**src/sv/bbad_pkg.sv**
```systemverilog
// shared types and memory map constants for the banked bus address decoder
`timescale 1ns / 1ps

package bbad_pkg;

    typedef enum logic [3:0] {
        REGION_WORK     = 4'd0,
        REGION_SPRITE   = 4'd1,
        REGION_FG       = 4'd2,
        REGION_BG       = 4'd3,
        REGION_PAL_A    = 4'd4,
        REGION_PAL_B    = 4'd5,
        REGION_ROM      = 4'd6,
        REGION_INTERNAL = 4'd7,
        REGION_UNMAPPED = 4'd8
    } t_region;

    typedef enum logic {
        ACTION_READ  = 1'b0,
        ACTION_WRITE = 1'b1
    } t_action;

    // configuration register indexes
    localparam logic CFG_DIP_A = 1'b0;
    localparam logic CFG_DIP_B = 1'b1;

    // memory map
    localparam logic [15:0] ADDR_SPRITE_BASE = 16'h1E00;
    localparam logic [15:0] ADDR_FG_BASE     = 16'h2000;
    localparam logic [15:0] ADDR_BG_BASE     = 16'h2800;
    localparam logic [15:0] ADDR_IO_BASE     = 16'h3000;
    localparam logic [15:0] ADDR_SYSTEM      = 16'h3000;
    localparam logic [15:0] ADDR_PLAYER_ONE  = 16'h3001;
    localparam logic [15:0] ADDR_PLAYER_TWO  = 16'h3002;
    localparam logic [15:0] ADDR_DIP_A       = 16'h3003;
    localparam logic [15:0] ADDR_DIP_B       = 16'h3004;
    localparam logic [15:0] ADDR_PAL_A_BASE  = 16'h3800;
    localparam logic [15:0] ADDR_PAL_B_BASE  = 16'h3900;
    localparam logic [15:0] ADDR_SOUND_LATCH = 16'h3A00;
    localparam logic [15:0] ADDR_SCROLL_X_LO = 16'h3B08;
    localparam logic [15:0] ADDR_SCROLL_X_HI = 16'h3B09;
    localparam logic [15:0] ADDR_SCROLL_Y_LO = 16'h3B0A;
    localparam logic [15:0] ADDR_SCROLL_Y_HI = 16'h3B0B;
    localparam logic [15:0] ADDR_WATCHDOG    = 16'h3C00;
    localparam logic [15:0] ADDR_FLIP        = 16'h3D00;
    localparam logic [15:0] ADDR_COIN_A      = 16'h3D02;
    localparam logic [15:0] ADDR_COIN_B      = 16'h3D03;
    localparam logic [15:0] ADDR_BANK        = 16'h3E00;
    localparam logic [15:0] ADDR_BANKED_ROM  = 16'h4000;
    localparam logic [15:0] ADDR_FIXED_ROM   = 16'h6000;

    localparam logic [16:0] ROM_BANK_BASE    = 17'h10000;
    localparam logic [7:0]  UNMAPPED_DATA    = 8'hFF;

    typedef struct packed {
        t_action     action;
        logic [15:0] bus_address;
        logic [7:0]  write_byte;
        logic [7:0]  system_port;
        logic [7:0]  player_one_port;
        logic [7:0]  player_two_port;
    } t_item;

    typedef struct packed {
        logic [7:0]  bank;
        logic [15:0] scroll_x;
        logic [15:0] scroll_y;
        logic        flip;
        logic [7:0]  latch;
    } t_state;

    typedef struct packed {
        t_region     region;
        logic [16:0] region_offset;
        logic [7:0]  read_byte;
        logic        sound_interrupt;
        logic [7:0]  sound_latch_value;
        logic [15:0] scroll_x;
        logic [15:0] scroll_y;
        logic        flip_screen;
    } t_result;

endpackage

```
**src/sv/bbad_decode.sv**
```systemverilog
// address decode, read data select and register update for one bus transaction
`timescale 1ns / 1ps

module bbad_decode (
    input  bbad_pkg::t_item   i_item,
    input  bbad_pkg::t_state  i_state,
    input  logic [7:0]        i_dip_a,
    input  logic [7:0]        i_dip_b,
    output bbad_pkg::t_state  o_next_state,
    output bbad_pkg::t_result o_result
);

    logic [15:0]       a;
    logic [7:0]        d;
    bbad_pkg::t_region region;
    logic [16:0]       offset;
    logic [7:0]        rd;
    logic              irq;
    bbad_pkg::t_state  st;

    assign a = i_item.bus_address;
    assign d = i_item.write_byte;

    always_comb begin
        st     = i_state;
        region = bbad_pkg::REGION_UNMAPPED;
        offset = '0;
        rd     = '0;
        irq    = 1'b0;

        priority if (a < bbad_pkg::ADDR_SPRITE_BASE) begin
            region = bbad_pkg::REGION_WORK;
            offset = 17'(a);
        end else if (a < bbad_pkg::ADDR_FG_BASE) begin
            region = bbad_pkg::REGION_SPRITE;
            offset = 17'(a - bbad_pkg::ADDR_SPRITE_BASE);
        end else if (a < bbad_pkg::ADDR_BG_BASE) begin
            region = bbad_pkg::REGION_FG;
            offset = 17'(a - bbad_pkg::ADDR_FG_BASE);
        end else if (a < bbad_pkg::ADDR_IO_BASE) begin
            region = bbad_pkg::REGION_BG;
            offset = 17'(a - bbad_pkg::ADDR_BG_BASE);
        end else if (i_item.action == bbad_pkg::ACTION_READ) begin
            unique case (a)
                bbad_pkg::ADDR_SYSTEM: begin
                    region = bbad_pkg::REGION_INTERNAL;
                    rd     = i_item.system_port;
                end
                bbad_pkg::ADDR_PLAYER_ONE: begin
                    region = bbad_pkg::REGION_INTERNAL;
                    rd     = i_item.player_one_port;
                end
                bbad_pkg::ADDR_PLAYER_TWO: begin
                    region = bbad_pkg::REGION_INTERNAL;
                    rd     = i_item.player_two_port;
                end
                bbad_pkg::ADDR_DIP_A: begin
                    region = bbad_pkg::REGION_INTERNAL;
                    rd     = i_dip_a;
                end
                bbad_pkg::ADDR_DIP_B: begin
                    region = bbad_pkg::REGION_INTERNAL;
                    rd     = i_dip_b;
                end
                bbad_pkg::ADDR_WATCHDOG: begin
                    region = bbad_pkg::REGION_INTERNAL;
                end
                default: begin
                    if (a >= bbad_pkg::ADDR_FIXED_ROM) begin
                        region = bbad_pkg::REGION_ROM;
                        offset = 17'(a);
                    end else if (a >= bbad_pkg::ADDR_BANKED_ROM) begin
                        region = bbad_pkg::REGION_ROM;
                        // banks 4-7 alias the fixed page, 0-3 select an upper page
                        if (i_state.bank[2]) begin
                            offset = 17'(a);
                        end else begin
                            offset = bbad_pkg::ROM_BANK_BASE
                                   | {2'b00, i_state.bank[1:0], a[12:0]};
                        end
                    end
                end
            endcase
            if (region == bbad_pkg::REGION_INTERNAL) begin
                offset = 17'(a - bbad_pkg::ADDR_IO_BASE);
            end
        end else if (a[15:8] == bbad_pkg::ADDR_PAL_A_BASE[15:8]) begin
            region = bbad_pkg::REGION_PAL_A;
            offset = 17'(a[7:0]);
        end else if (a[15:8] == bbad_pkg::ADDR_PAL_B_BASE[15:8]) begin
            region = bbad_pkg::REGION_PAL_B;
            offset = 17'(a[7:0]);
        end else begin
            region = bbad_pkg::REGION_INTERNAL;
            unique case (a)
                bbad_pkg::ADDR_SOUND_LATCH: begin
                    st.latch = d;
                    irq      = 1'b1;
                end
                bbad_pkg::ADDR_SCROLL_X_LO: st.scroll_x[7:0]  = d;
                bbad_pkg::ADDR_SCROLL_X_HI: st.scroll_x[15:8] = d;
                bbad_pkg::ADDR_SCROLL_Y_LO: st.scroll_y[7:0]  = d;
                bbad_pkg::ADDR_SCROLL_Y_HI: st.scroll_y[15:8] = d;
                bbad_pkg::ADDR_FLIP:        st.flip = ~d[0];
                bbad_pkg::ADDR_BANK:        st.bank = d;
                bbad_pkg::ADDR_WATCHDOG,
                bbad_pkg::ADDR_COIN_A,
                bbad_pkg::ADDR_COIN_B: ;
                default: region = bbad_pkg::REGION_UNMAPPED;
            endcase
            if (region == bbad_pkg::REGION_INTERNAL) begin
                offset = 17'(a - bbad_pkg::ADDR_IO_BASE);
            end
        end

        if (region == bbad_pkg::REGION_UNMAPPED) begin
            offset = '0;
            rd     = bbad_pkg::UNMAPPED_DATA;
        end
    end

    assign o_next_state = st;

    always_comb begin
        o_result.region            = region;
        o_result.region_offset     = offset;
        o_result.read_byte         = rd;
        o_result.sound_interrupt   = irq;
        o_result.sound_latch_value = st.latch;
        o_result.scroll_x          = st.scroll_x;
        o_result.scroll_y          = st.scroll_y;
        o_result.flip_screen       = st.flip;
    end

endmodule

```
**src/sv/banked_bus_address_decoder.sv**
```systemverilog
// top level of the banked bus address decoder: input stage, state and result register
`timescale 1ns / 1ps

// Decodes one CPU bus transaction per clock into a region code, an offset inside that
// region and any read data held in the block, and applies writes to the bank, scroll,
// flip and sound latch registers. Each transaction passes through the input register
// and then the result register, and a new transaction is accepted every cycle while
// the result side takes results. The port values are sampled when the transaction is
// accepted. The register state reported with each result is the state after that
// transaction. DIP switch values should be written only while no transaction is in
// flight.
module banked_bus_address_decoder (
    input  logic        i_clk,
    input  logic        i_rst_n,

    input  logic        i_cfg_we,
    input  logic        i_cfg_index,
    input  logic [7:0]  i_cfg_data,

    input  logic        i_in_valid,
    output logic        o_in_stall,
    input  logic        i_action,
    input  logic [15:0] i_bus_address,
    input  logic [7:0]  i_write_byte,
    input  logic [7:0]  i_system_port,
    input  logic [7:0]  i_player_one_port,
    input  logic [7:0]  i_player_two_port,

    output logic        o_out_valid,
    input  logic        i_out_stall,
    output logic [3:0]  o_region,
    output logic [16:0] o_region_offset,
    output logic [7:0]  o_read_byte,
    output logic        o_sound_interrupt,
    output logic [7:0]  o_sound_latch_value,
    output logic [15:0] o_scroll_x,
    output logic [15:0] o_scroll_y,
    output logic        o_flip_screen
);

    logic              r_s1_valid;
    bbad_pkg::t_item   r_s1_item;
    bbad_pkg::t_state  r_state;
    logic [7:0]        r_dip_a;
    logic [7:0]        r_dip_b;
    logic              r_out_valid;
    bbad_pkg::t_result r_out;

    bbad_pkg::t_state  n_state;
    bbad_pkg::t_result n_out;
    logic              s1_advance;
    logic              in_accept;

    assign s1_advance = r_s1_valid && (!r_out_valid || !i_out_stall);
    assign o_in_stall = r_s1_valid && !s1_advance;
    assign in_accept  = i_in_valid && !o_in_stall;

    bbad_decode u_decode (
        .i_item       (r_s1_item),
        .i_state      (r_state),
        .i_dip_a      (r_dip_a),
        .i_dip_b      (r_dip_b),
        .o_next_state (n_state),
        .o_result     (n_out)
    );

    always_ff @(posedge i_clk) begin
        if (!i_rst_n) begin
            r_s1_valid  <= 1'b0;
            r_out_valid <= 1'b0;
            r_state     <= '0;
            r_dip_a     <= 8'hFF;
            r_dip_b     <= 8'hFF;
        end else begin
            if (in_accept) begin
                r_s1_valid <= 1'b1;
            end else if (s1_advance) begin
                r_s1_valid <= 1'b0;
            end

            if (s1_advance) begin
                r_out_valid <= 1'b1;
                r_state     <= n_state;
            end else if (!i_out_stall) begin
                r_out_valid <= 1'b0;
            end

            if (i_cfg_we) begin
                unique case (i_cfg_index)
                    bbad_pkg::CFG_DIP_A: r_dip_a <= i_cfg_data;
                    bbad_pkg::CFG_DIP_B: r_dip_b <= i_cfg_data;
                    default: ;
                endcase
            end
        end
    end

    // payload registers
    always_ff @(posedge i_clk) begin
        if (in_accept) begin
            r_s1_item.action          <= bbad_pkg::t_action'(i_action);
            r_s1_item.bus_address     <= i_bus_address;
            r_s1_item.write_byte      <= i_write_byte;
            r_s1_item.system_port     <= i_system_port;
            r_s1_item.player_one_port <= i_player_one_port;
            r_s1_item.player_two_port <= i_player_two_port;
        end
        if (s1_advance) begin
            r_out <= n_out;
        end
    end

    assign o_out_valid         = r_out_valid;
    assign o_region            = r_out.region;
    assign o_region_offset     = r_out.region_offset;
    assign o_read_byte         = r_out.read_byte;
    assign o_sound_interrupt   = r_out.sound_interrupt;
    assign o_sound_latch_value = r_out.sound_latch_value;
    assign o_scroll_x          = r_out.scroll_x;
    assign o_scroll_y          = r_out.scroll_y;
    assign o_flip_screen       = r_out.flip_screen;

    // register state moves only with a transaction leaving the input stage
    a_state_hold: assert property (@(posedge i_clk) disable iff (!i_rst_n)
        !s1_advance |=> $stable(r_state))
        else $error("register state changed without a transaction");

    a_irq_internal: assert property (@(posedge i_clk) disable iff (!i_rst_n)
        o_out_valid && o_sound_interrupt |-> o_region == bbad_pkg::REGION_INTERNAL)
        else $error("sound interrupt outside the internal region");

    a_unmapped: assert property (@(posedge i_clk) disable iff (!i_rst_n)
        o_out_valid && o_region == bbad_pkg::REGION_UNMAPPED
        |-> o_region_offset == 17'd0 && o_read_byte == bbad_pkg::UNMAPPED_DATA)
        else $error("unmapped result carries offset or data");

    a_rom_offset: assert property (@(posedge i_clk) disable iff (!i_rst_n)
        o_out_valid && o_region == bbad_pkg::REGION_ROM
        |-> o_region_offset >= 17'(bbad_pkg::ADDR_BANKED_ROM))
        else $error("rom offset below the rom window");

    a_report_state: assert property (@(posedge i_clk) disable iff (!i_rst_n)
        o_out_valid |-> o_sound_latch_value == r_state.latch
                     && o_scroll_x == r_state.scroll_x
                     && o_flip_screen == r_state.flip)
        else $error("reported state differs from held state");

endmodule

```
**config.mk**
```make
export PLATFORM = sky130hd
export DESIGN_NAME = banked_bus_address_decoder
export DESIGN_NICKNAME = d
export VERILOG_FILES = /design/src/sv/bbad_pkg.sv /design/src/sv/bbad_decode.sv /design/src/sv/banked_bus_address_decoder.sv
export SDC_FILE = /design/constraint.sdc
export NUM_CORES = 1
export LEC_CHECK = 0
export ABC_CLOCK_PERIOD_IN_PS = 3600
export BUFFER_PORTS_ARGS = -buffer_cell sky130_fd_sc_hd__clkbuf_2
export CORE_MARGIN = 3
export CORE_UTILIZATION = 52
export CTS_BUF_LIST = sky130_fd_sc_hd__clkbuf_8
export CTS_CLUSTER_DIAMETER = 80
export DETAILED_ROUTE_END_ITERATION = 16
export PLACE_DENSITY = 0.78
export SYNTH_ARGS = -nofsm -noshare
export SYNTH_HDL_FRONTEND = slang
export SYNTH_SLANG_ARGS = --single-unit
```
**constraint.sdc**
```tcl
create_clock -name i_clk -period 3.6 [get_ports i_clk]
set_input_delay 0.72 -clock i_clk [delete_from_list [all_inputs] [get_ports i_clk]]
set_output_delay 0.72 -clock i_clk [all_outputs]
set_load 0.02 [all_outputs]
```
**Word-level counts from Yosys, hierarchy flattened**

Index checks and enable logic that the tools add are counted.

- Bits in registers: 182
- Logic and storage cells: 140
- Output and inout port bits: 73
- Input port bits: 63

- Mux-type cells: 60
- Order comparisons: 6
- Bitwise gates (word level): 9
- Equal/unequal tests: 21
- Add/sub/neg operators: 4
- Reductions and logical operators: 16

Operators with widths:

| cell | number |
|---|---|
| $mux W41 | 7 |
| $eq A16 B14 Y1 const B | 15 |
| $mux W17 | 12 |
| $mux W4 | 23 |
| $mux W8 | 10 |
| $sub A16 B14 Y17 const B | 3 |
| $lt A16 B14 Y1 const B | 3 |
| $pmux W8 S5 | 1 |
| $ge A16 B15 Y1 const B | 2 |
| $sub A16 B13 Y17 const B | 1 |
| $eq A8 B6 Y1 const B | 2 |
| $lt A16 B13 Y1 const B | 1 |
| $mux W16 | 1 |
| $reduce_or A10 Y1 | 1 |
| $not A1 Y1 | 9 |
| $reduce_and A9 Y1 | 1 |
| $eq A4 B3 Y1 const B | 2 |
| $reduce_or A7 Y1 | 1 |
| $mux W1 | 6 |
| $reduce_or A6 Y1 | 1 |
| $eq A4 B4 Y1 const B | 1 |
| $logic_not A1 Y1 | 4 |
| $reduce_and A2 Y1 | 2 |
| $logic_and A1 B1 Y1 | 3 |
| 4 further kinds | 4 |

**Depth between registers and ports, before layout**

- Word-level depth: 19
- Depth in mapped cells: 10
- Mapped depth without buffers: 8

**Modules after synthesis**

From an unflattened synthesis, not the netlist that was laid out.

- Cells, all modules: 722
- Area, all modules: 8665.8 µm²

Modules (own cells, without submodules):

| module | times used | area an instance (µm²) | cells an instance | sequential area each (µm²) |
|---|---|---|---|---|
| banked_bus_address_decoder | 1 | 6358.6 | 413 | 4944.7 |
| bbad_decode | 1 | 2307.2 | 309 | 0.0 |

**Least setup slack after synthesis**

OpenSTA, ideal clock, no wires.

- Path type: input to register
- Start point: in i_out_stall
- End point: reg r_s1_item[0] (netlist name), enable pin
- Data arrival time: 3.193 ns
- Required time: 3.139 ns
- Buffers on the path: 0
- Slack: -0.054 ns
- Library setup time: 0.461 ns
- Stages on the path: 2
- Cells stage by stage: and3_1 > nor2b_1

- Cells in the longest elaborated chain, start to end: 7

RTL lines:

| item | line | RTL |
|---|---|---|
| start: declaration | banked_bus_address_decoder.sv:30 | `input logic i_out_stall,` |
| $logic_not A1 Y1 | n/a |  |
| $logic_or A1 B1 Y1 | banked_bus_address_decoder.sv:54 | `assign s1_advance = r_s1_valid && (!r_out_valid \|\| !i_out_stall);` |
| $logic_and A1 B1 Y1 | banked_bus_address_decoder.sv:54 |  |
| $logic_not A1 Y1 | banked_bus_address_decoder.sv:55 | `assign o_in_stall = r_s1_valid && !s1_advance;` |
| $logic_and A1 B1 Y1 | banked_bus_address_decoder.sv:55 |  |
| $logic_not A1 Y1 | banked_bus_address_decoder.sv:56 | `assign in_accept = i_in_valid && !o_in_stall;` |
| $logic_and A1 B1 Y1 | banked_bus_address_decoder.sv:56 |  |
| named net in_accept | banked_bus_address_decoder.sv:52 | `logic in_accept;` |
| end: declaration | banked_bus_address_decoder.sv:42 | `bbad_pkg::t_item r_s1_item;` |

The timed path passes the listed nets, and every way through them passes these cells.
A chain may end at the register's enable or synchronous reset.

==> flow_summary.json <==
{
  "grt_max_degree": 58,
  "clock_skew_ns": 0.01660,
  "ys_warn_count": 0,
  "die_area_mm2": 0.01660,
  "critPathMaxFanout": 10,
  "nNetsFinal": 839,
  "cp-end-kind": "register",
  "arrival_ns": 3.36,
  "gp_congestion": 0.8838,
  "cts_buffers": 17,
  "setup_tns_ns": 0,
  "htree_num_levels": 4,
  "syn_avg_cell_area_um2": 12.42,
  "coreArea_mm2": 0.01464,
  "ys_seq_elements": 182,
  "cts_tree": "done",
  "drcViolationCount": 0,
  "finalSetupViolations": 0,
  "startpoint_type": "register",
  "clock_path_buffers": 2,
  "critical_path_required_ns": 3.82,
  "period_minus_slack_ns": 3.138,
  "synthTopCellsByArea": "edfxtp_1 46%, dfxtp_1 16%, mux2_2 5.7%",
  "drive_gt1_share_pct": 31.31,
  "hp-class": "in -> reg",
  "peakVddDrop_uv": 365.0,
  "clk_latency_ns": 0.48,
  "fmax_mhz": 318.7,
  "finalPower_w": 0.004092,
  "ctsResizeCount": 0,
  "final_common_cell": "clkbuf_2",
  "mostFrequentLayoutCells": "135 x clkbuf_2, 120 x edfxtp_1, 87 x nand2_1",
  "grt_use_met2_pct": 35.82,
  "pin_count": 136,
  "drtIter0Drc": 511,
  "fin_crit_sh_pct": 87.16,
  "maxSlewHeadroom_pct": 29.24,
  "grt_pass1_vias": 5376,
  "wirelength_um": 18020,
  "power.density_mw_per_mm2": 450.1,
  "grt_overflow": 0,
  "run_status": "finished clean",
  "firstDrtPassIters": 5,
  "start_util_pct": 53.59,
  "synth_cell_type_count": 68,
  "globalRoute.busiestLayer": "met2",
  "grt_pass1_wl_um": 27900,
  "hold_viol": 0,
  "final_core_util_pct": 62.07,
  "synth_top_area_share_pct": 45.92,
  "p_leak_nw": 3.697,
  "synth_edf_count": 120,
  "synthFlopType": "edfxtp_1",
  "viasPerCell": 5.755,
  "syn-cell-area_mm2": 0.007848,
  "routedWlPerCell_um": 18.77,
  "cts_setup_buffers": 0,
  "cts_hold_buffers": 0,
  "port_buffers": 135,
  "syn_to_final_growth_pct": 15.83,
  "die_y_um": 128.8,
  "antenna_found_initial": 0,
  "die_w_um": 128.8,
  "n_antenna_cell": 0,
  "num_rows": 44,
  "finalInstanceArea_mm2": 0.009090,
  "clkSlewWorstSetupHoldPaths_ns": 0.09,
  "seq_area_frac_synth_pct": 61.73,
  "grt_use_total_pct": 21.95,
  "antenna_left": 0,
  "grt_use_met3_pct": 4.898,
  "vias": 5525,
  "cap_violations": 0,
  "grt_setup_unrepaired": "false",
  "dp_hpwl_um": 12840,
  "synthesis.nets": 708,
  "yosys.area.top_type": "edfxtp_1",
  "worstMarginPinSlew_ns": 1.061,
  "cts_sinks": 182,
  "synth_async_sr_flop_share_pct": 0,
  "syn_inst": 632,
  "final_max_slew_viol_count": 0,
  "placed_area_mm2": 0.008693,
  "met1_usage_pct": 28.82,
  "root_buffer": "clkbuf_8",
  "reg2reg_slack_ns": 0.46,
  "path_class": "reg -> reg"
}
==> per-layer routing <==
metal / wire (um) / share of wire (%)
met1: 7657 / 42
met5: 0 / 0
met4: 437 / 2.4
met3: 935 / 5.2
met2: 8987 / 50
==> metrics by stage <==
| stage | std cells | setup WS, ns | hold slack, ns |
|---|---|---|---|
| after floorplan | 632 | 0.3656 | 0.4335 |
| after global placement | 928 | 0.6016 | 0.4416 |
| after CTS | 960 | 0.5063 | 0.3885 |
| final | 960 | 0.4622 | 0.4136 |
| after detailed placement | 928 | 0.5290 | 0.4519 |
| after global routing | 960 | 0.2768 | 0.3933 |
==> state kept, by name, summed over array words and instances (netlist names) <==
name and flops:
r_state 44, r_dip_a 8, r_dip_b 8, o_scroll_x 16
o_flip_screen 1, o_sound_latch_value 8, o_out_valid 1, o_region_offset 17
r_s1_valid 1, r_s1_item 49, o_read_byte 8, o_sound_interrupt 1
o_region 4, o_scroll_y 16
==> final timing paths <==
check,from,endpoint,depth (start not counted)
setup / recovery,r_s1_item[45]$_DFFE_PP_,o_scroll_x[7]$_DFFE_PP_,7
hold / removal,i_write_byte[3],r_s1_item[27]$_DFFE_PP_,1
setup reg to reg,r_s1_item[45]$_DFFE_PP_,o_scroll_x[7]$_DFFE_PP_,7
hold reg to reg,r_state[28]$_SDFFE_PN0P_,r_state[28]$_SDFFE_PN0P_,2
==> cells in the mapped netlist, types with 3 or more instances <==
cell type	count
clkbuf_1	23
nand2b_1	5
nor2b_1	15
o21ai_2	8
and3_1	4
o21ai_0	20
a21oi_1	12
buf_2	6
nor3_1	18
nand4_1	4
nor4_1	5
nand3_1	37
a22o_1	5
a31oi_1	3
dfxtp_1	62
mux2i_1	36
a221oi_1	4
ha_1	13
inv_1	10
mux2_2	40
a211oi_1	8
nor2_1	16
and2_1	14
nand2_1	87
edfxtp_1	120
or4_1	3
==> worst max-delay path, cell delays in order (launching register included) <==
cell and delay (ns):
edfxtp_1 0.59, inv_1 0.20, ha_1 0.25, ha_1 0.20
a21oi_1 0.40, nand4_4 0.26, nor3_2 0.57, mux2_2 0.42
==> cells by family (layout without fill, tap and decap cells) <==
group | Yosys count | after routing | share of synthesized area [%]
buffers and inverters | 44 | 188 | 2.392
and+or+nand+nor | 228 | 228 | 15.00
AOI/OAI and AO/OA | 88 | 88 | 8.355
muxes | 76 | 76 | 10.33
xor gates and xnor gates | 1 | 1 | 0.1116
DFF | 182 | 182 | 61.73
adders and majority gates | 13 | 13 | 2.073
==> power breakdown <==
group | internal, W | total, W | switching (W)
clock network | 0.000680 | 0.00137 | 0.000686
logic | 0.000116 | 0.000339 | 0.000223
registers | 0.00232 | 0.00239 | 0.0000629
total | 0.00312 | 0.00409 | 0.000972
==> final cells by class <==
| cell class | count | area (um^2) |
|---|---|---|
| Multi-Input combinational cell | 406 | 2823 |
| Sequential cell | 182 | 4845 |
| Fill cell | 1162 | 5554 |
| Timing Repair Buffer | 146 | 758.2 |
| Inverter | 10 | 37.54 |
| Clock inverter | 11 | 107.6 |
| Tap cell | 184 | 230.2 |
| Clock buffer | 21 | 289.0 |
Power figures use the tool's default switching activity.
